[src/rtl/core/rss_pkg.sv]
// shared types, register codes and reset values for the range scan segmenter
`timescale 1ns / 1ps
`default_nettype none

package rss_pkg;

  localparam int unsigned MAX_POINTS_DEF = 1024;

  localparam int unsigned RANGE_W   = 16;
  localparam int unsigned POS_W     = 21;
  localparam int unsigned LIMIT_W   = 20;
  localparam int unsigned MINPTS_W  = 11;
  localparam int unsigned OBJ_W     = 8;
  localparam int unsigned CFG_AW    = 3;
  localparam int unsigned CFG_DW    = 20;

  localparam logic [CFG_AW-1:0] REG_RANGE_FLOOR    = 3'd0;
  localparam logic [CFG_AW-1:0] REG_MIN_POINTS     = 3'd1;
  localparam logic [CFG_AW-1:0] REG_MAX_OBJECTS    = 3'd2;
  localparam logic [CFG_AW-1:0] REG_JUMP_THRESHOLD = 3'd3;
  localparam logic [CFG_AW-1:0] REG_X_LIMIT        = 3'd4;
  localparam logic [CFG_AW-1:0] REG_Y_LIMIT        = 3'd5;

  localparam logic [RANGE_W-1:0]  RST_RANGE_FLOOR    = 16'd0;
  localparam logic [MINPTS_W-1:0] RST_MIN_POINTS     = 11'd3;
  localparam logic [OBJ_W-1:0]    RST_MAX_OBJECTS    = 8'd16;
  localparam logic [RANGE_W-1:0]  RST_JUMP_THRESHOLD = 16'd90;
  localparam logic [LIMIT_W-1:0]  RST_X_LIMIT        = 20'd1300;
  localparam logic [LIMIT_W-1:0]  RST_Y_LIMIT        = 20'd800;

  typedef struct packed {
    logic [RANGE_W-1:0]  range_floor;
    logic [MINPTS_W-1:0] min_points;
    logic [OBJ_W-1:0]    max_objects;
    logic [RANGE_W-1:0]  jump_threshold;
    logic [LIMIT_W-1:0]  x_limit;
    logic [LIMIT_W-1:0]  y_limit;
  } cfg_t;

endpackage

`default_nettype wire

[src/rtl/core/rss_cfg.sv]
// configuration register file of the range scan segmenter
`timescale 1ns / 1ps
`default_nettype none

module rss_cfg (
  input  wire logic                       clk_i,
  input  wire logic                       rst_ni,
  input  wire logic                       cfg_valid_i,
  output logic                            cfg_ready_o,
  input  wire logic [rss_pkg::CFG_AW-1:0] cfg_index_i,
  input  wire logic [rss_pkg::CFG_DW-1:0] cfg_data_i,
  output rss_pkg::cfg_t                   cfg_o
);

  rss_pkg::cfg_t cfg_q;
  rss_pkg::cfg_t cfg_d;

  assign cfg_ready_o = 1'b1;
  assign cfg_o       = cfg_q;

  always_comb begin
    cfg_d = cfg_q;
    if (cfg_valid_i) begin
      case (cfg_index_i)
        rss_pkg::REG_RANGE_FLOOR:    cfg_d.range_floor    = cfg_data_i[rss_pkg::RANGE_W-1:0];
        rss_pkg::REG_MIN_POINTS:     cfg_d.min_points     = cfg_data_i[rss_pkg::MINPTS_W-1:0];
        rss_pkg::REG_MAX_OBJECTS:    cfg_d.max_objects    = cfg_data_i[rss_pkg::OBJ_W-1:0];
        rss_pkg::REG_JUMP_THRESHOLD: cfg_d.jump_threshold = cfg_data_i[rss_pkg::RANGE_W-1:0];
        rss_pkg::REG_X_LIMIT:        cfg_d.x_limit        = cfg_data_i[rss_pkg::LIMIT_W-1:0];
        rss_pkg::REG_Y_LIMIT:        cfg_d.y_limit        = cfg_data_i[rss_pkg::LIMIT_W-1:0];
        default: ;
      endcase
    end
  end

  always_ff @(posedge clk_i or negedge rst_ni) begin
    if (!rst_ni) begin
      cfg_q.range_floor    <= rss_pkg::RST_RANGE_FLOOR;
      cfg_q.min_points     <= rss_pkg::RST_MIN_POINTS;
      cfg_q.max_objects    <= rss_pkg::RST_MAX_OBJECTS;
      cfg_q.jump_threshold <= rss_pkg::RST_JUMP_THRESHOLD;
      cfg_q.x_limit        <= rss_pkg::RST_X_LIMIT;
      cfg_q.y_limit        <= rss_pkg::RST_Y_LIMIT;
    end else begin
      cfg_q <= cfg_d;
    end
  end

endmodule

`default_nettype wire

[src/rtl/core/range_scan_segmenter_top.sv]
// top level of the range scan segmenter: input register, run tracking, result register
`timescale 1ns / 1ps
`default_nettype none

// Splits a range scan, one point per request, into runs of valid points and reports
// each run of at least min_points points (start index and length) until max_objects
// are reported; the last point of a scan, or the point at index MAX_POINTS-1, always
// gives a result marked scan_end. A point enters an input register and is evaluated
// by one compare-and-subtract stage that writes the result register, so one point is
// taken every clock and its result is driven on the outputs by the result register;
// the input stalls only while a held result blocks the result register.
// Configuration writes are taken every cycle and must be made while no point is in
// flight.

module range_scan_segmenter_top #(
  parameter int unsigned MAX_POINTS = rss_pkg::MAX_POINTS_DEF,
  localparam int unsigned IDX_W = $clog2(MAX_POINTS),
  localparam int unsigned CNT_W = IDX_W + 1
) (
  input  wire logic                        clk_i,
  input  wire logic                        rst_ni,

  input  wire logic                        cfg_valid_i,
  output logic                             cfg_ready_o,
  input  wire logic [rss_pkg::CFG_AW-1:0]  cfg_index_i,
  input  wire logic [rss_pkg::CFG_DW-1:0]  cfg_data_i,

  input  wire logic                        in_valid_i,
  output logic                             in_stall_o,
  input  wire logic [rss_pkg::RANGE_W-1:0] range_i,
  input  wire logic [rss_pkg::POS_W-1:0]   pos_x_i,
  input  wire logic [rss_pkg::POS_W-1:0]   pos_y_i,
  input  wire logic                        last_point_i,

  output logic                             out_valid_o,
  input  wire logic                        out_stall_i,
  output logic                             has_object_o,
  output logic [IDX_W-1:0]                 start_index_o,
  output logic [CNT_W-1:0]                 point_count_o,
  output logic [rss_pkg::OBJ_W-1:0]        objects_so_far_o,
  output logic                             scan_end_o
);

  localparam int unsigned CMP_W = (CNT_W > rss_pkg::MINPTS_W) ? CNT_W : rss_pkg::MINPTS_W;
  localparam logic [IDX_W-1:0] LAST_IDX = IDX_W'(MAX_POINTS - 1);

  rss_pkg::cfg_t cfg;

  rss_cfg u_cfg (
    .clk_i       (clk_i),
    .rst_ni      (rst_ni),
    .cfg_valid_i (cfg_valid_i),
    .cfg_ready_o (cfg_ready_o),
    .cfg_index_i (cfg_index_i),
    .cfg_data_i  (cfg_data_i),
    .cfg_o       (cfg)
  );

  // input register
  logic                        pt_valid_q;
  logic [rss_pkg::RANGE_W-1:0] pt_range_q;
  logic [rss_pkg::POS_W-1:0]   pt_x_q;
  logic [rss_pkg::POS_W-1:0]   pt_y_q;
  logic                        pt_last_q;

  // run state
  logic [IDX_W-1:0]            idx_q, idx_d;
  logic                        in_run_q, in_run_d;
  logic [IDX_W-1:0]            run_start_q, run_start_d;
  logic [rss_pkg::RANGE_W-1:0] prev_range_q, prev_range_d;
  logic [rss_pkg::OBJ_W-1:0]   obj_total_q, obj_total_d;
  logic                        list_full_q, list_full_d;

  // result register
  logic                        res_valid_q, res_valid_d;
  logic                        res_has_q;
  logic [IDX_W-1:0]            res_start_q;
  logic [CNT_W-1:0]            res_count_q;
  logic [rss_pkg::OBJ_W-1:0]   res_objs_q;
  logic                        res_end_q;

  logic                        res_free;
  logic                        pt_take;
  logic                        in_take;
  logic                        last;
  logic [rss_pkg::POS_W-1:0]   abs_x;
  logic [rss_pkg::POS_W-1:0]   abs_y;
  logic [rss_pkg::RANGE_W-1:0] step_abs;
  logic                        pt_ok;
  logic                        closing;
  logic [IDX_W-1:0]            run_len;
  logic                        reported;
  logic [IDX_W-1:0]            rep_start;
  logic [CNT_W-1:0]            rep_count;

  assign res_free   = !res_valid_q || !out_stall_i;
  assign pt_take    = pt_valid_q && res_free;
  assign in_stall_o = pt_valid_q && !res_free;
  assign in_take    = in_valid_i && !in_stall_o;

  always_comb begin
    abs_x    = pt_x_q[rss_pkg::POS_W-1] ? (~pt_x_q + 1'b1) : pt_x_q;
    abs_y    = pt_y_q[rss_pkg::POS_W-1] ? (~pt_y_q + 1'b1) : pt_y_q;
    step_abs = (pt_range_q >= prev_range_q) ? (pt_range_q - prev_range_q)
                                            : (prev_range_q - pt_range_q);
    last     = pt_last_q || (idx_q == LAST_IDX);
    pt_ok    = (pt_range_q >= cfg.range_floor)
            && (abs_x <= {1'b0, cfg.x_limit})
            && (abs_y <= {1'b0, cfg.y_limit});
    closing  = in_run_q && (last || !pt_ok || (step_abs >= cfg.jump_threshold));
    run_len  = idx_q - run_start_q;

    reported    = 1'b0;
    rep_start   = '0;
    rep_count   = '0;
    in_run_d    = in_run_q;
    run_start_d = run_start_q;
    obj_total_d = obj_total_q;
    list_full_d = list_full_q;

    if (closing) begin
      in_run_d = 1'b0;
      if ((CMP_W'(run_len) >= CMP_W'(cfg.min_points)) && !list_full_q) begin
        if (obj_total_q < cfg.max_objects) begin
          obj_total_d = obj_total_q + 1'b1;
          reported    = 1'b1;
          rep_start   = run_start_q;
          rep_count   = CNT_W'(run_len);
        end else begin
          list_full_d = 1'b1;
        end
      end
    end

    if (!last && pt_ok && !in_run_d) begin
      in_run_d    = 1'b1;
      run_start_d = idx_q;
    end

    prev_range_d = pt_ok ? pt_range_q : prev_range_q;
    idx_d        = idx_q + 1'b1;
    if (last) begin
      idx_d       = '0;
      in_run_d    = 1'b0;
      list_full_d = 1'b0;
    end

    res_valid_d = res_free ? (pt_take && (reported || last)) : res_valid_q;
  end

  always_ff @(posedge clk_i or negedge rst_ni) begin
    if (!rst_ni) begin
      pt_valid_q   <= 1'b0;
      idx_q        <= '0;
      in_run_q     <= 1'b0;
      run_start_q  <= '0;
      prev_range_q <= '0;
      obj_total_q  <= '0;
      list_full_q  <= 1'b0;
      res_valid_q  <= 1'b0;
    end else begin
      if (in_take) begin
        pt_valid_q <= 1'b1;
      end else if (pt_take) begin
        pt_valid_q <= 1'b0;
      end
      if (pt_take) begin
        idx_q        <= idx_d;
        in_run_q     <= in_run_d;
        run_start_q  <= run_start_d;
        prev_range_q <= prev_range_d;
        obj_total_q  <= last ? '0 : obj_total_d;
        list_full_q  <= list_full_d;
      end
      res_valid_q <= res_valid_d;
    end
  end

  // payload registers
  always_ff @(posedge clk_i) begin
    if (in_take) begin
      pt_range_q <= range_i;
      pt_x_q     <= pos_x_i;
      pt_y_q     <= pos_y_i;
      pt_last_q  <= last_point_i;
    end
    if (pt_take && res_free) begin
      res_has_q   <= reported;
      res_start_q <= rep_start;
      res_count_q <= rep_count;
      res_objs_q  <= obj_total_d;
      res_end_q   <= last;
    end
  end

  assign out_valid_o      = res_valid_q;
  assign has_object_o     = res_has_q;
  assign start_index_o    = res_start_q;
  assign point_count_o    = res_count_q;
  assign objects_so_far_o = res_objs_q;
  assign scan_end_o       = res_end_q;

endmodule

`default_nettype wire

[config.mk]
export PLATFORM = sky130hd
export DESIGN_NAME = range_scan_segmenter_top
export DESIGN_NICKNAME = d
export VERILOG_FILES = /design/src/rtl/core/rss_pkg.sv /design/src/rtl/core/rss_cfg.sv /design/src/rtl/core/range_scan_segmenter_top.sv
export SDC_FILE = /design/constraint.sdc
export NUM_CORES = 1
export LEC_CHECK = 0
export BUFFER_PORTS_ARGS = -buffer_cell sky130_fd_sc_hd__clkbuf_2
export CORE_MARGIN = 4
export CORE_UTILIZATION = 30
export DETAILED_ROUTE_END_ITERATION = 6
export HOLD_SLACK_MARGIN = 0.03
export SETUP_SLACK_MARGIN = 0.4
export SKIP_LAST_GASP = 1
export SLEW_MARGIN = 20
export SYNTH_ARGS = -nofsm -noshare
export SYNTH_HDL_FRONTEND = slang
export SYNTH_SLANG_ARGS = --single-unit
[constraint.sdc]
create_clock -name clk_i -period 4.55 [get_ports clk_i]
set_input_delay 0.91 -clock clk_i [delete_from_list [all_inputs] [get_ports clk_i]]
set_output_delay 0.91 -clock clk_i [all_outputs]
set_load 0.1 [all_outputs]
-- Word level (Yosys, flattened, before mapping)
Cells that the tools add are included.
- ROM bits: 0
- input bits: 87
- bits in latches: 0
- memories kept: 0
- word-level logic and storage cells: 106
- bits in registers: 229
- output and inout port bits: 34
- RAM bits: 0
- shift-type cells: 0
- order comparisons: 7
- bitwise gates (word level): 2
- mux-type cells: 20
- $mul: 0
- equality and inequality tests: 7
- divide/modulo/power cells: 0
- reduce and logical (&&, ||, !) cells: 39
- $add $sub $neg: 7
- operators by type and width (kind ; number):
    greater-or-equal comparator 16 bit ; 3
    adder 21 x 1 -> 21 bit, second input constant ; 2
    <= comparator 21 x 20 -> 1 bit ; 2
    two-way mux 21 bit ; 2
    NOT 21 bit ; 2
    two-way mux 8 bit ; 4
    subtractor 16 bit ; 2
    AND reduction 2 bit ; 9
    two-way mux 16 bit ; 1
    two-way mux 1 bit ; 12
    greater-or-equal comparator 10 x 11 -> 1 bit ; 1
    logical AND 1 bit ; 11
    adder 10 x 1 -> 10 bit, second input constant ; 1
    equality test 10 bit, second input constant ; 1
    two-way mux 10 bit ; 1
    subtractor 10 bit ; 1
    adder 8 x 1 -> 8 bit, second input constant ; 1
    zero test 1 bit ; 8
    < comparator 8 bit ; 1
    equality test 3 x 2 -> 1 bit, second input constant ; 2
    equality test 3 bit, second input constant ; 2
    nonzero test 2 bit ; 3
    logical OR 1 bit ; 5
    AND reduction 4 bit ; 1
    other kinds (4) ; 4

-- Logic depth before layout (Yosys ltp)
Gate-level depths: netlist (run 1).
- word-level depth: 15
- gate-level depth with buffers: 25
- mapped depth without buffers: 24

-- Modules after synthesis
A second synthesis (run 1) with hierarchy kept.
- cell total of the unflattened synthesis: 1225
- area total of the unflattened synthesis: 13455.4 um^2
- by module, submodules not included (module ; cells each ; seq. area each (um^2) ; area each (um^2) ; instances):
    range_scan_segmenter_top ; 1027 ; 3873.7 ; 9995.8 ; 1
    rss_cfg ; 198 ; 2294.7 ; 3459.6 ; 1

-- Least setup slack after synthesis (run 1)
OpenSTA, ideal clock, no wires.
- path kind: reg-to-reg
- from: register pt_range_q[0] (netlist name)
- to: register res_objs_q (netlist bit objects_so_far_o[3]) (data pin)
- clock period less this slack: 4760 ps
- stages on the path, launching flop included: 24
- buffers on the path: 2
- arrival: 4492 ps
- data required time: 4282 ps
- path slack: -210 ps
- setup time: 268 ps
- cells stage by stage: edfxtp_1 inv_1 ha_1 inv_1 fa_1 a21o_1 a21oi_1 a2111oi_0 o31ai_1 clkbuf_1 mux2i_1 xnor2_1 ha_1 a21o_1 a21o_1 a21oi_1 o2111ai_1 a21oi_1 a41oi_2 nand2_2 inv_2 buf_6 and3_4 xor2_2
- cells in the longest elaborated chain, start to end: 8
- elaborated cells between the ends (all ways): 13
- classes of those cells: add/sub (2); order compare (3); mux (2); reduce/logical (6)
- ends and longest elaborated chain (what ; line ; RTL):
    start, declared ; range_scan_segmenter_top.sv:61 ; logic [rss_pkg::RANGE_W-1:0] pt_range_q;
    start signal, assigned ; range_scan_segmenter_top.sv:182 ; pt_range_q <= range_i;
    parallel branches: the longest is 5 deep, another holds subtractor 16 bit ; n/a ;
    logical OR 1 bit (*) ; range_scan_segmenter_top.sv:110 ; closing = in_run_q && (last || !pt_ok || (step_abs >= cfg.jump_threshold));
    logical AND 1 bit (*) ; range_scan_segmenter_top.sv:110 ;
    two-way mux 8 bit (*) ; range_scan_segmenter_top.sv:121 ; if (closing) begin
    named net obj_total_d, one bit ; range_scan_segmenter_top.sv:71 ; logic [rss_pkg::OBJ_W-1:0] obj_total_q, obj_total_d;
    end signal, assigned ; range_scan_segmenter_top.sv:191 ; res_objs_q <= obj_total_d;
    end, declared ; range_scan_segmenter_top.sv:79 ; logic [rss_pkg::OBJ_W-1:0] res_objs_q;
Mark *: on every way through the listed nets, which the timed path passes.
A chain may end at the register's enable or synchronous reset.

-- Final worst setup path (run 1)
- from: register pt_range_q[0] (netlist name)
- to: register res_objs_q (netlist bit objects_so_far_o[1]) (data pin)
The elaborated chain is that of the path after synthesis.

==> results of run 1 <==
sequential cells by signal (all words and copies together) (netlist names):
register / count
u_cfg.cfg_o: 91
pt_x_q: 21
pt_y_q: 21
prev_range_q: 16
pt_range_q: 16
idx_q: 10
point_count_o: 10
run_start_q: 10
start_index_o: 10
obj_total_q: 8
objects_so_far_o: 8
has_object_o: 1
in_run_q: 1
list_full_q: 1
out_valid_o: 1
pt_last_q: 1
pt_valid_q: 1
scan_end_o: 1
power by group through the flow:
stage / clock network [mW] / logic, mW / registers [mW]
after floorplan: 0 / 2.45 / 2.99
after global placement: 0 / 3.54 / 2.83
after detailed placement: 0 / 3.64 / 2.84
after CTS: 2.26 / 3.92 / 2.81
after global routing: 2.33 / 4.54 / 2.87
final: 2.18 / 4.07 / 2.82
worst paths after layout:
kind                       cells after the start  slack, ps                  end
max                                           22        -40  objects_so_far_o[1]
min                                            1        420      u_cfg.cfg_o[80]
max reg2reg                                   22        -40  objects_so_far_o[1]
min reg2reg                                    1        500      u_cfg.cfg_o[53]
max in group asynchronous                      2       3090      u_cfg.cfg_o[65]
min in group clk_i                             1        500      u_cfg.cfg_o[53]
worst max-delay path, delay by kind of cell, from the launching register on:
kind            cells  cell delay [ps]
compound gates     10             1680
fa+ha+maj           3              760
simple gates        3              640
buf+inv             4              410
flops               1              410
mux                 1              280
xor+xnor            1              150
synthesized netlist by cell type, types with 22 or more instances:
cell type / number / share of area [%]
o21ai_0: 123 / 4.7
inv_1: 141 / 4.0
nand3_1: 28 / 1.1
clkbuf_1: 38 / 1.1
ha_1: 133 / 13
xnor2_1: 51 / 3.4
dfrtp_1: 125 / 24
a21o_1: 22 / 1.2
edfxtp_1: 89 / 20
a21oi_1: 55 / 2.1
nor2_1: 50 / 1.4
nand2_1: 159 / 4.5
mux2_2: 43 / 3.7
per-layer routing:
layer / share of wire (%) / up-vias / track usage, %
met3: 4.1 / 32 / 2.20
met5: 0 / - / 0
met4: 1.5 / 0 / 3.41
li1: - / 4945 / -
met2: 47 / 179 / 23.2
met1: 47 / 4847 / 18.7
layout make-up:
type	instances	area, um^2	share of cell area (%)
multi-input cells	891	6740	41.0
flip-flops and latches	228	6170	37.5
repair buffers	202	1360	8.28
clock buffers	36	783	4.76
well taps	585	732	4.45
inverters	144	546	3.32
clock inverters	16	120	0.730
stage by stage:
stage / area, um^2 / hold WS (ps)
6_report: 16400 / 424
5_1_grt: 16400 / 497
4_1_cts: 16100 / 455
3_5_place_dp: 14800 / 493
3_3_place_gp: 14800 / 486
2_1_floorplan: 13300 / 464
kinds of logic after synthesis:
kind of cell | Yosys count | share of synthesized area [%]
AND/OR/NAND/NOR | 350 | 12.7
AO/OA/AOI/OAI | 286 | 13.3
flip-flops | 228 | 46.7
buffers and inverters | 188 | 5.48
adder cells (fa/ha/maj) | 136 | 13.0
XOR/XNOR | 67 | 4.55
multiplexers | 50 | 4.21
other | 2 | 0.0568
placed cells by master, fill, tap and decap left out, drive strengths merged, types with 13 or more instances in the layout:
master,n
nand4,19
edfxtp,89
ha,133
clkbuf,155
and3,20
dfrtp,125
o31ai,13
o21ai,125
buf,83
mux2,45
xor2,16
a21oi,55
xnor2,51
a21o,22
nor2,50
inv,143
nor3,18
clkinv,15
nand2,161
nand3,28
dfstp,14
a211oi,13
what timing repair did:
item                       4_1_cts  5_1_grt
pin swaps                       45       36
cloned                           0        3
gates resized for setup         59       64
buffers inserted                20       11
setup endpoints to repair       65       65
==> results.md, run 1 <==
- Status: finished with violations
- Failing checks: negative setup slack
- Post-route ant nets: 0
- Post-DR wirelength/cell: 16.2 um
- DP Cell Count: approximately 2000
- Antenna cells: 0
- Internal power: 5.58 mW
- Worst slew pin tran: 983 ps
- Slowest cell on crit path: edfxtp_1
- Critical path class: reg2reg
- Maximum vdd drop: 292 uV
- Final HPWL DP: 24300 um
- Switching power total: 3.49 mW
- CP startpoint: pt_range_q[0]
- I/O pins: 121
- Count of pins over their slew limit: 0
- Syn nets: 1530
- # nets final: 1718
- Most used cell, CP: buf_6
- Port Buffer Count: 118
- Type of origin of the critical path: flop
- Worst EP arrival: slightly below 5000 ps
- # hold bufs at CTS: 0
- R2r startpoint: pt_range_q[0]
- DR DRC count: 0
- CP max stage delay: slightly above 400 ps
- Gr usage total: ~14%
- Hold Violations, Final: 0
- CP endpoint kind: flop
- CTS root buf: clkbuf_16
- Final critical-path setup slack: -35.3 ps
- Power Density: 552 nW/um^2
- Chip Height: 218 um
- Share of cells above drive strength 1: 25.9%
- Setup_tns: -69.5 ps
- Mapped Area: 13200 um^2
- Setup violations, final: 6
- Worst skew pair latency: 560 ps
- Final-layout fill cell count: 4327
- Seq/Total Area, Yosys: 46.7%
- LEAKAGE: 7.38 nW
- Initial core utilization: 30.5%
- Post-Synthesis Cells: 1307
- Crit path required time: 4850 ps
- Clock tree buffer depth: 3
- Number of synthesized register bits: between 200 and 250
- Die ar.: 47500 um^2
- Row count: 76
- Final core occ: between 30 and 40%
- Total grt overflow: 0
- Clock Pin Slew Worst Setup and Hold Paths: 60 ps
- TritonCTS clock tree: done
- Via/cell ratio: roughly 4.8
- Logic gate share of total power: ~45%
- Area growth syn-to-layout: 24.4%
- Synth async-reset ratio: 61.0%
- Non-Filler Instances: between 2000 and 2500
- First drt pass iteration count: 5
- Max Cap Violations: 0
- Final worst-path cycle share: 101%
- Total wire length: approximately 34000 um
- Worst Clk Skew: 18.8 ps
- Unrepaired setup endpoints after global routing: true
- Achievable frequency: 218 MHz
- Clock power frac: around 24%
- Die width: 218 um
- H-tree Lvls: 1
- Max FO, Critical Path: 3
- Main flop type after synthesis: dfrtp_1
- Final min period: 4590 ps
- Gpl congestion: 0.896
- Warning count from the yosys run: 0
- Sw frac: between 30% and 40%
- Largest net degree at the start of global routing: 94
- Synth unique cells: 76
- First-pass GRT wire length: about 53000 um
- Post-synth EDFFs: between 80 and 90
- Syn_area_per_cell: 10.1 um^2
- TritonCTS buffer count: 28
- CTS sink cnt: 228
- Worst rel slew slack: about a third
- Sequential power share: 31.1%
- Via Count: about 10000
- Critical Path, Cell by Cell: buf_6 -> ha_4 -> inv_2 -> fa_2 -> a21o_1 -> a211oi_2 -> o21bai_1 -> a21o_1 -> a21oi_2 -> o21bai_1 -> a221oi_1 -> a21oi_1 -> xor2_1 -> ha_1 -> nand4_1 -> nor4_2 -> a21oi_2 -> a41oi_4 -> nand2_2 -> buf_6 -> buf_6 -> mux2_4
- Setup WS pre-CTS: -114 ps
- Hold Path Class: in2async
- Power, Total: 9.07 mW
- Core region area: 43400 um^2
- Antenna violations before repair: 0
- 1st-iter DRT viols: 523
- Vias in the first global route: between 10000 and 15000
No activity file was read; power rests on OpenSTA's default activity.
==> run 2, diff against run 1 <==
MAX_ROUTING_LAYER = met4   (was not set)
==> run 2 against run 1 <==
Net effect:
- the run now ends clean
- clock skew is 7.4 ps lower
- design area is 1.7% higher
- fmax is 1.0% higher
- clock-buffer cell count is 6 higher
- first-iteration DRC count is 0.96% lower
- power is 4.0% higher
- critical path type unchanged
- critical endpoint unchanged
==> results.md, run 2 (synthesis gave the netlist of run 1 again) <==
- Largest net degree at the start of global routing: 81 (-14%)
- First-pass GRT wire length: 54000 um (+1.5%)
- Antenna violations before repair: 0 (unchanged)
- Vias in the first global route: 10118 (+0.88%)
- Max Cap Violations: 0 (unchanged)
- CTS sink cnt: 228 (unchanged)
- Internal power: 5.84 mW (+4.6%)
- Initial core utilization: 30.5% (unchanged)
- Power Density: 564 nW/um^2 (+2.2%)
- Most used cell, CP: buf_6
- Die ar.: 47500 um^2 (unchanged)
- Reg2Reg Depth: 17 (-23%)
- Via Count: 10027 (+0.24%)
- Antenna cells: 0 (unchanged)
- Type of origin of the critical path: flop
- Unrepaired setup endpoints after global routing: true
- Final critical-path setup slack: 11.8 ps (+47.0 ps)
- TritonCTS buffer count: 28 (unchanged)
- Setup_tns: 0 ps (+69.5 ps)
- Setup violations, final: 0 (-6)
- Via/cell ratio: 4.73 (-0.52%)
- Slowest cell on crit path: edfxtp_1
- Final HPWL DP: 24800 um (+2.1%)
- Setup WS pre-CTS: -135 ps (-21.2 ps)
- Capturing point of the worst reg2reg path: objects_so_far_o[1]
- Logic gate share of total power: 45.5% (+0.6 points)
- Max FO, Critical Path: 4 (+1)
- TritonCTS clock tree: done
- Sequential power share: 29.9% (-1.2 points)
- Total wire length: 34400 um (+1.3%)
- Clock tree buffer depth: 3 (unchanged)
- Critical Path, Cell by Cell: nor4_4 -> nand2b_1 -> or3_4 -> o41ai_4 -> nand2_1 -> xor2_2 -> ha_1 -> and3_4 -> a221o_1 -> a221oi_2 -> o221ai_2 -> a31oi_2 -> buf_6 -> a41oi_4 -> nand2_4 -> buf_6 -> mux2_4
- R2R Setup Slk: 10 ps (+50 ps)
- Row count: 76 (unchanged)
- Most common cell after layout, fill and taps aside: nand2_1
- Post-route ant nets: 0 (unchanged)
- Count of pins over their slew limit: 0 (unchanged)
- Met3 wire length: 1320 um (-5.6%)
- Worst EP arrival: 4840 ps (-50 ps)
- Worst skew pair latency: 560 ps (about the same)
- H-tree Lvls: 1 (unchanged)
- M1 WL: 15900 um (about the same)
- Worst rel slew slack: 31.0% (-3.2 points)
- LEAKAGE: 7.53 nW (+2.0%)
- Switching power total: 3.59 mW (+2.9%)
- Core region area: 43400 um^2 (unchanged)
- # hold bufs at CTS: 0 (unchanged)
- Uppermost routed layer: met4
- Maximum vdd drop: 252 uV (-14%)
- CP max stage delay: 440 ps (+30 ps)
- Metal2 WL: 16600 um (+3.2%)
- Worst slew pin tran: 1030 ps (+46.6 ps)
- Sw frac: 38.1% (-0.40 points)
- Share of cells above drive strength 1: 27.8% (+1.9 points)
- Hold Path Class: in2async
- Max reg flops: 91 (unchanged)
- Gpl congestion: 0.872 (-2.7%)
- CTS root buf: clkbuf_16
- Final min period: 4540 ps (-47.0 ps)
- Chip Height: 218 um (unchanged)
- Clock power frac: 24.6% (+0.5 points)
- R2r startpoint: pt_y_q[4]
- Power, Total: 9.43 mW (+4.0%)
- Gr usage total: 14.5% (+0.66 points)
- Hold slack: 379 ps (-44.7 ps)
- Area growth syn-to-layout: 26.6%
- Total grt overflow: 0 (unchanged)
- Clock Pin Slew Worst Setup and Hold Paths: 60 ps (about the same)
- Achievable frequency: 220 MHz (+1.0%)
- Port Buffer Count: 118 (unchanged)
- First drt pass iteration count: 5 (unchanged)
- # nets final: 1734 (+0.93%)
- 1st-iter DRT viols: 518 (-0.96%)
- I/O pins: 121 (unchanged)
- Critical path class: reg2reg
- Worst Clk Skew: 11.3 ps (-7.43 ps)
- Most frequent cells in the layout: nand2_1, inv_1, ha_1
- Final-layout fill cell count: 4330 (+0.069%)
- Status: finished, final reports clean
- Hold Violations, Final: 0 (unchanged)
- Post-DR wirelength/cell: 16.3 um (+0.57%)
- Crit path required time: 4850 ps (about the same)
- Final worst-path cycle share: 99.7% (-1.0 points)
- Storage cell area: 6170 um^2 (unchanged)
- CP endpoint kind: flop
- Die width: 218 um (unchanged)
- Multi-input logic area: 6830 um^2 (+1.4%)
- DR DRC count: 0 (unchanged)
run 2: repair_timing:
action                                  CTS  global route
endpoints found under the setup margin   51            65
resized for setup                        64            89
pin swaps                                33            42
cloned                                    4             3
buffers inserted                         16            17
run 2: metal layers:
| layer | GRT usage [%] | vias to the layer above |
|---|---|---|
| met1 | 19.0 | 4815 |
| met3 | 2.05 | 38 |
| met5 | - | - |
| li1 | - | 5003 |
| met2 | 24.0 | 171 |
| met4 | 3.01 | 0 |
run 2: cell type report:
cell class / count / share of cell area [%]
inverters: 144 / 3.27
well taps: 585 / 4.37
repair inverters: 1 / 0.0374
clock buffers: 42 / 4.99
repair buffers: 217 / 8.86
flip-flops and latches: 228 / 36.9
multi-input cells: 891 / 40.8
clock inverters: 10 / 0.800
run 2: through the flow:
step                      instances  utilization, %  area [um^2]
after detailed placement       2026            34.4        14900
after CTS                      2098            37.5        16300
after global placement         2026            34.4        14900
after floorplan                1307               -        13300
final                          2118            38.6        16700
after global routing           2118            38.6        16700
run 2: critical path: cells and delay by family, from the launching register on:
family,cells,cell delay [ps]
compound gates,6,1480
simple gates,6,1280
flops,1,440
fa+ha+maj,1,320
buf+inv,2,290
mux,1,290
xor+xnor,1,170
run 2: power by group through the flow:
stage | sequential [mW] | clock (mW) | combinational (mW)
4_1_cts | 2.80 | 2.39 | 4.03
3_3_place_gp | 2.82 | 0 | 3.66
2_1_floorplan | 2.99 | 0 | 2.45
5_1_grt | 2.87 | 2.47 | 4.82
3_5_place_dp | 2.83 | 0 | 3.75
6_report | 2.82 | 2.32 | 4.29
run 2: worst max-delay path by stage:
| stage | start | depth (start not counted) | slack, ps | to |
|---|---|---|---|---|
| 2_1_floorplan | pt_range_q[0] | 23 | 290 | objects_so_far_o[3] |
| 6_report | pt_y_q[4] | 17 | 10 | objects_so_far_o[1] |
| 3_3_place_gp | prev_range_q[0] | 24 | -1 | objects_so_far_o[4] |
| 3_5_place_dp | prev_range_q[0] | 21 | -130 | objects_so_far_o[3] |
| 5_1_grt | prev_range_q[0] | 23 | -200 | objects_so_far_o[6] |
| 4_1_cts | pt_range_q[0] | 21 | 50 | objects_so_far_o[1] |
==> run 3, diff against run 2 <==
ABC_AREA = 1   (was not set)
BUFFER_PORTS_ARGS = -buffer_cell sky130_fd_sc_hd__buf_2   (was -buffer_cell sky130_fd_sc_hd__clkbuf_2)
CORE_MARGIN = 3   (was 4)
==> run 3 against run 2 <==
Net effect:
- worst hold slack got worse by 43 ps
- sequential cell count did not move
- die area rose by 3.3%
- synthesized cell count rose by 25%
- sequential power fell by 2%
- largest cell class unchanged
- register-to-register slack improved by 460 ps
- combinational power rose by 31%
- sequential share of layout area fell by 1.1 points
- wire length rose by 5.3%
- power rose by 12%
- synthesized area rose by 5.4%
- first-iteration DRC count rose by 7.3%
==> results.md, run 3 <==
- Total wire length: 36300 um (+5.3%)
- First-pass GRT wire length: 57300 um (+6.2%)
- CTS root buf: clkbuf_16
- Setup WS pre-CTS: -10.1 ps (+125 ps)
- Chip Height: 221 um (+1.6%)
- Main flop type after synthesis: dfrtp_1
- Clock tree buffer depth: 3 (unchanged)
- Mux cell area share after synthesis: 0.144% (-4.1 points)
- TritonCTS buffer count: 26 (-7.1%)
- Main combinational cell family by area after synthesis: simple AND/OR/NAND/NOR gates
- Initial core utilization: 30.6% (+0.078 points)
- Max Cap Violations: 0 (unchanged)
- Worst slew pin tran: 1030 ps (-1.38 ps)
- Crit path required time: 4840 ps (about the same)
- Simple-Gate Fraction of Synth Area: 17.8% (+5.1 points)
- Post-Synthesis Cells: 1639 (+25%)
- Largest net degree at the start of global routing: 86 (+6.2%)
- # nets final: 2039 (+18%)
- Port Buffer Count: 118 (unchanged)
- Total grt overflow: 0 (unchanged)
- Warning count from the yosys run: 0 (unchanged)
- LEAKAGE: 8.26 nW (+9.7%)
- Type of origin of the critical path: flop
- Setup_tns: 0 ps (unchanged)
- Synth top cells by count: nand2_1, inv_1, o21ai_0
- Number of synthesized register bits: 228 (unchanged)
- H-tree Lvls: 1 (unchanged)
- Synth unique cells: 52 (-32%)
- Gr usage total: 14.5% (+0.052 points)
- DR DRC count: 0 (unchanged)
- Worst Clk Skew: 12.8 ps (+1.48 ps)
- Mapped Area: 13900 um^2 (+5.4%)
- Area contributors post-synth: dfrtp_1, edfxtp_1, ha_1, nand2_1, inv_1
- Hold Violations, Final: 0 (unchanged)
- Via Count: 11227 (+12%)
- Gpl congestion: 0.891 (+2.2%)
- Max FO, Critical Path: 5 (+1)
- Final core occ: 37.9% (-0.73 points)
- Row count: 78 (+2.6%)
- DP Cell Count: 2339 (+15%)
- First drt pass iteration count: 5 (unchanged)
- Syn_area_per_cell: 8.50 um^2 (-16%)
- Worst rel slew slack: 31.2% (+0.20 points)
- CP endpoint kind: flop
- # hold bufs at CTS: 0 (unchanged)
- R2R Setup Slk: 470 ps (+460 ps)
- Post-synth EDFFs: 89 (unchanged)
- Non-Filler Instances: 2438 (+15%)
- Worst EP arrival: 4370 ps (-470 ps)
- Hold slack: 335 ps (-43.4 ps)
- Antenna violations before repair: 2 (+2)
- Most common cell after layout, fill and taps aside: nand2_1
- Worst skew pair latency: 540 ps (-20 ps)
- Synth top area share: 22.5% (-1.2 points)
- Synth async-reset ratio: 61.0% (unchanged)
- 1st-iter DRT viols: 556 (+7.3%)
- Post-DR wirelength/cell: 14.9 um (-8.5%)
- Status: finished, final reports clean
- Final critical-path setup slack: 470 ps (+458 ps)
- Reg2Reg Depth: 23 (+6)
- Syn nets: 1862 (+22%)
- Count of pins over their slew limit: 0 (unchanged)
- Area leader, netlist: dfrtp_1
- Die width: 221 um (+1.6%)
- CTS sink cnt: 228 (unchanged)
- Final min period: 4080 ps (-458 ps)
- Unrepaired setup endpoints after global routing: true
- Hold Path Class: in2async
- Core region area: 45600 um^2 (+5.1%)
- Die ar.: 49100 um^2 (+3.3%)
- Critical path class: reg2reg
- Power Density: 611 nW/um^2 (+8.5%)
- Final worst-path cycle share: 89.7% (-10 points)
- Vias in the first global route: 11077 (+9.5%)
- Most frequent cell after synthesis: nand2_1
- Seq/Total Area, Yosys: 44.3% (-2.4 points)
- Post-Synth XOR/XNOR Area: 3.84% (-0.72 points)
- Clock Pin Slew Worst Setup and Hold Paths: 70 ps (about the same)
- Final HPWL DP: 26400 um (+6.5%)
- Area growth syn-to-layout: 23.9%
- Setup violations, final: 0 (unchanged)
- Most frequent cells in the layout: nand2_1, inv_1, o21ai_0
- Post-route ant nets: 0 (unchanged)
- Maximum vdd drop: 350 uV (+39%)
- Max reg flops: 91 (unchanged)
- I/O pins: 121 (unchanged)
- Achievable frequency: 245 MHz (+11%)
- Post-synthesis adder-cell area fraction: 12.4% (-0.67 points)
- Share of cells above drive strength 1: 21.6% (-6.2 points)
- Synth Area in Compound Gates: 12.0% (-1.3 points)
- Via/cell ratio: 4.61 (-2.7%)
- TritonCTS clock tree: done
## run 3: cell count changes in the layout (fill, tap and decap cells not counted), moves of 21 or more
cell	change
clkbuf_2	-117
buf_4	-27
xnor2_1	-28
mux2_2	-42
buf_2	+118
o21ai_0	+37
a21o_1	-21
inv_1	+148
nand2_1	+169
a21oi_1	+35
xor2_1	+30
nand3_1	+24
nor2_1	+42
## run 3: worst paths after layout
check | from | to
setup / recovery | pt_range_q[0] | objects_so_far_o[3]
hold / removal | rst_ni | run_start_q[6]
setup reg to reg | pt_range_q[0] | objects_so_far_o[3]
hold reg to reg | run_start_q[1] | run_start_q[1]
max in group asynchronous | rst_ni | u_cfg.cfg_o[46]
min in group clk_i | run_start_q[1] | run_start_q[1]
## run 3: timing repair
| action | in CTS | in global routing |
|---|---|---|
| endpoints found under the setup margin | 39 | 65 |
| cloned | 2 | 5 |
| resized for setup | 36 | 126 |
| setup buffers | 16 | 26 |
| pin swaps | 9 | 60 |
## run 3: final cells by class
type                            count  area (um^2)
Tap cell                          600          751
Timing Repair Buffer              181         1200
Clock inverter                      8         76.3
Clock buffer                       40          837
Antenna cell                        2         5.00
Sequential cell                   228         6170
Fill cell                        4617        28300
Multi-Input combinational cell   1077         7070
Inverter                          302         1140
## run 3: report_power, final
part / switching, mW / internal (mW)
registers: 0.243 / 2.51
clock network: 0.872 / 1.33
logic: 3.37 / 2.22
total: 4.49 / 6.06
## run 3: metrics by stage
stage / power (mW) / instance area [um^2]
floorplan: 6.06 / 13900
global placement: 7.09 / 15200
detailed placement: 7.19 / 15200
CTS: 9.82 / 16400
global route: 11.4 / 17300
finish: 10.5 / 17300
## run 3: cell families (layout without fill, tap and decap cells)
family / Yosys count / count (layout)
buffers and inverters: 337 / 531
AO/OA/AOI/OAI: 296 / 296
adder cells (fa/ha/maj): 136 / 136
XOR/XNOR: 61 / 61
flip-flops: 228 / 228
multiplexers: 2 / 2
AND/OR/NAND/NOR: 577 / 580
other: 2 / 4
## run 3: per-layer routing
metal | up-vias | part of all wire (%) | global-route usage (%)
met5 | - | 0 | -
met4 | 0 | 2.4 | 3.49
met3 | 68 | 3.8 | 2.07
met2 | 220 | 47 | 23.7
met1 | 5256 | 47 | 19.2
li1 | 5683 | - | -
## run 3: worst max-delay path: stages, from the launching register on
cell	delay [ps]
edfxtp_1	380
buf_4	120
buf_4	90
ha_1	170
inv_1	80
fa_2	360
inv_1	90
o21ai_1	110
a21oi_1	210
nor2_1	80
o31ai_1	200
o21ai_1	130
xnor2_1	210
inv_1	60
ha_1	320
nand3_4	100
nor2_4	120
inv_2	60
nor4_4	260
nor2_4	90
buf_6	140
nand4_4	160
nand3_2	110
and2_4	170
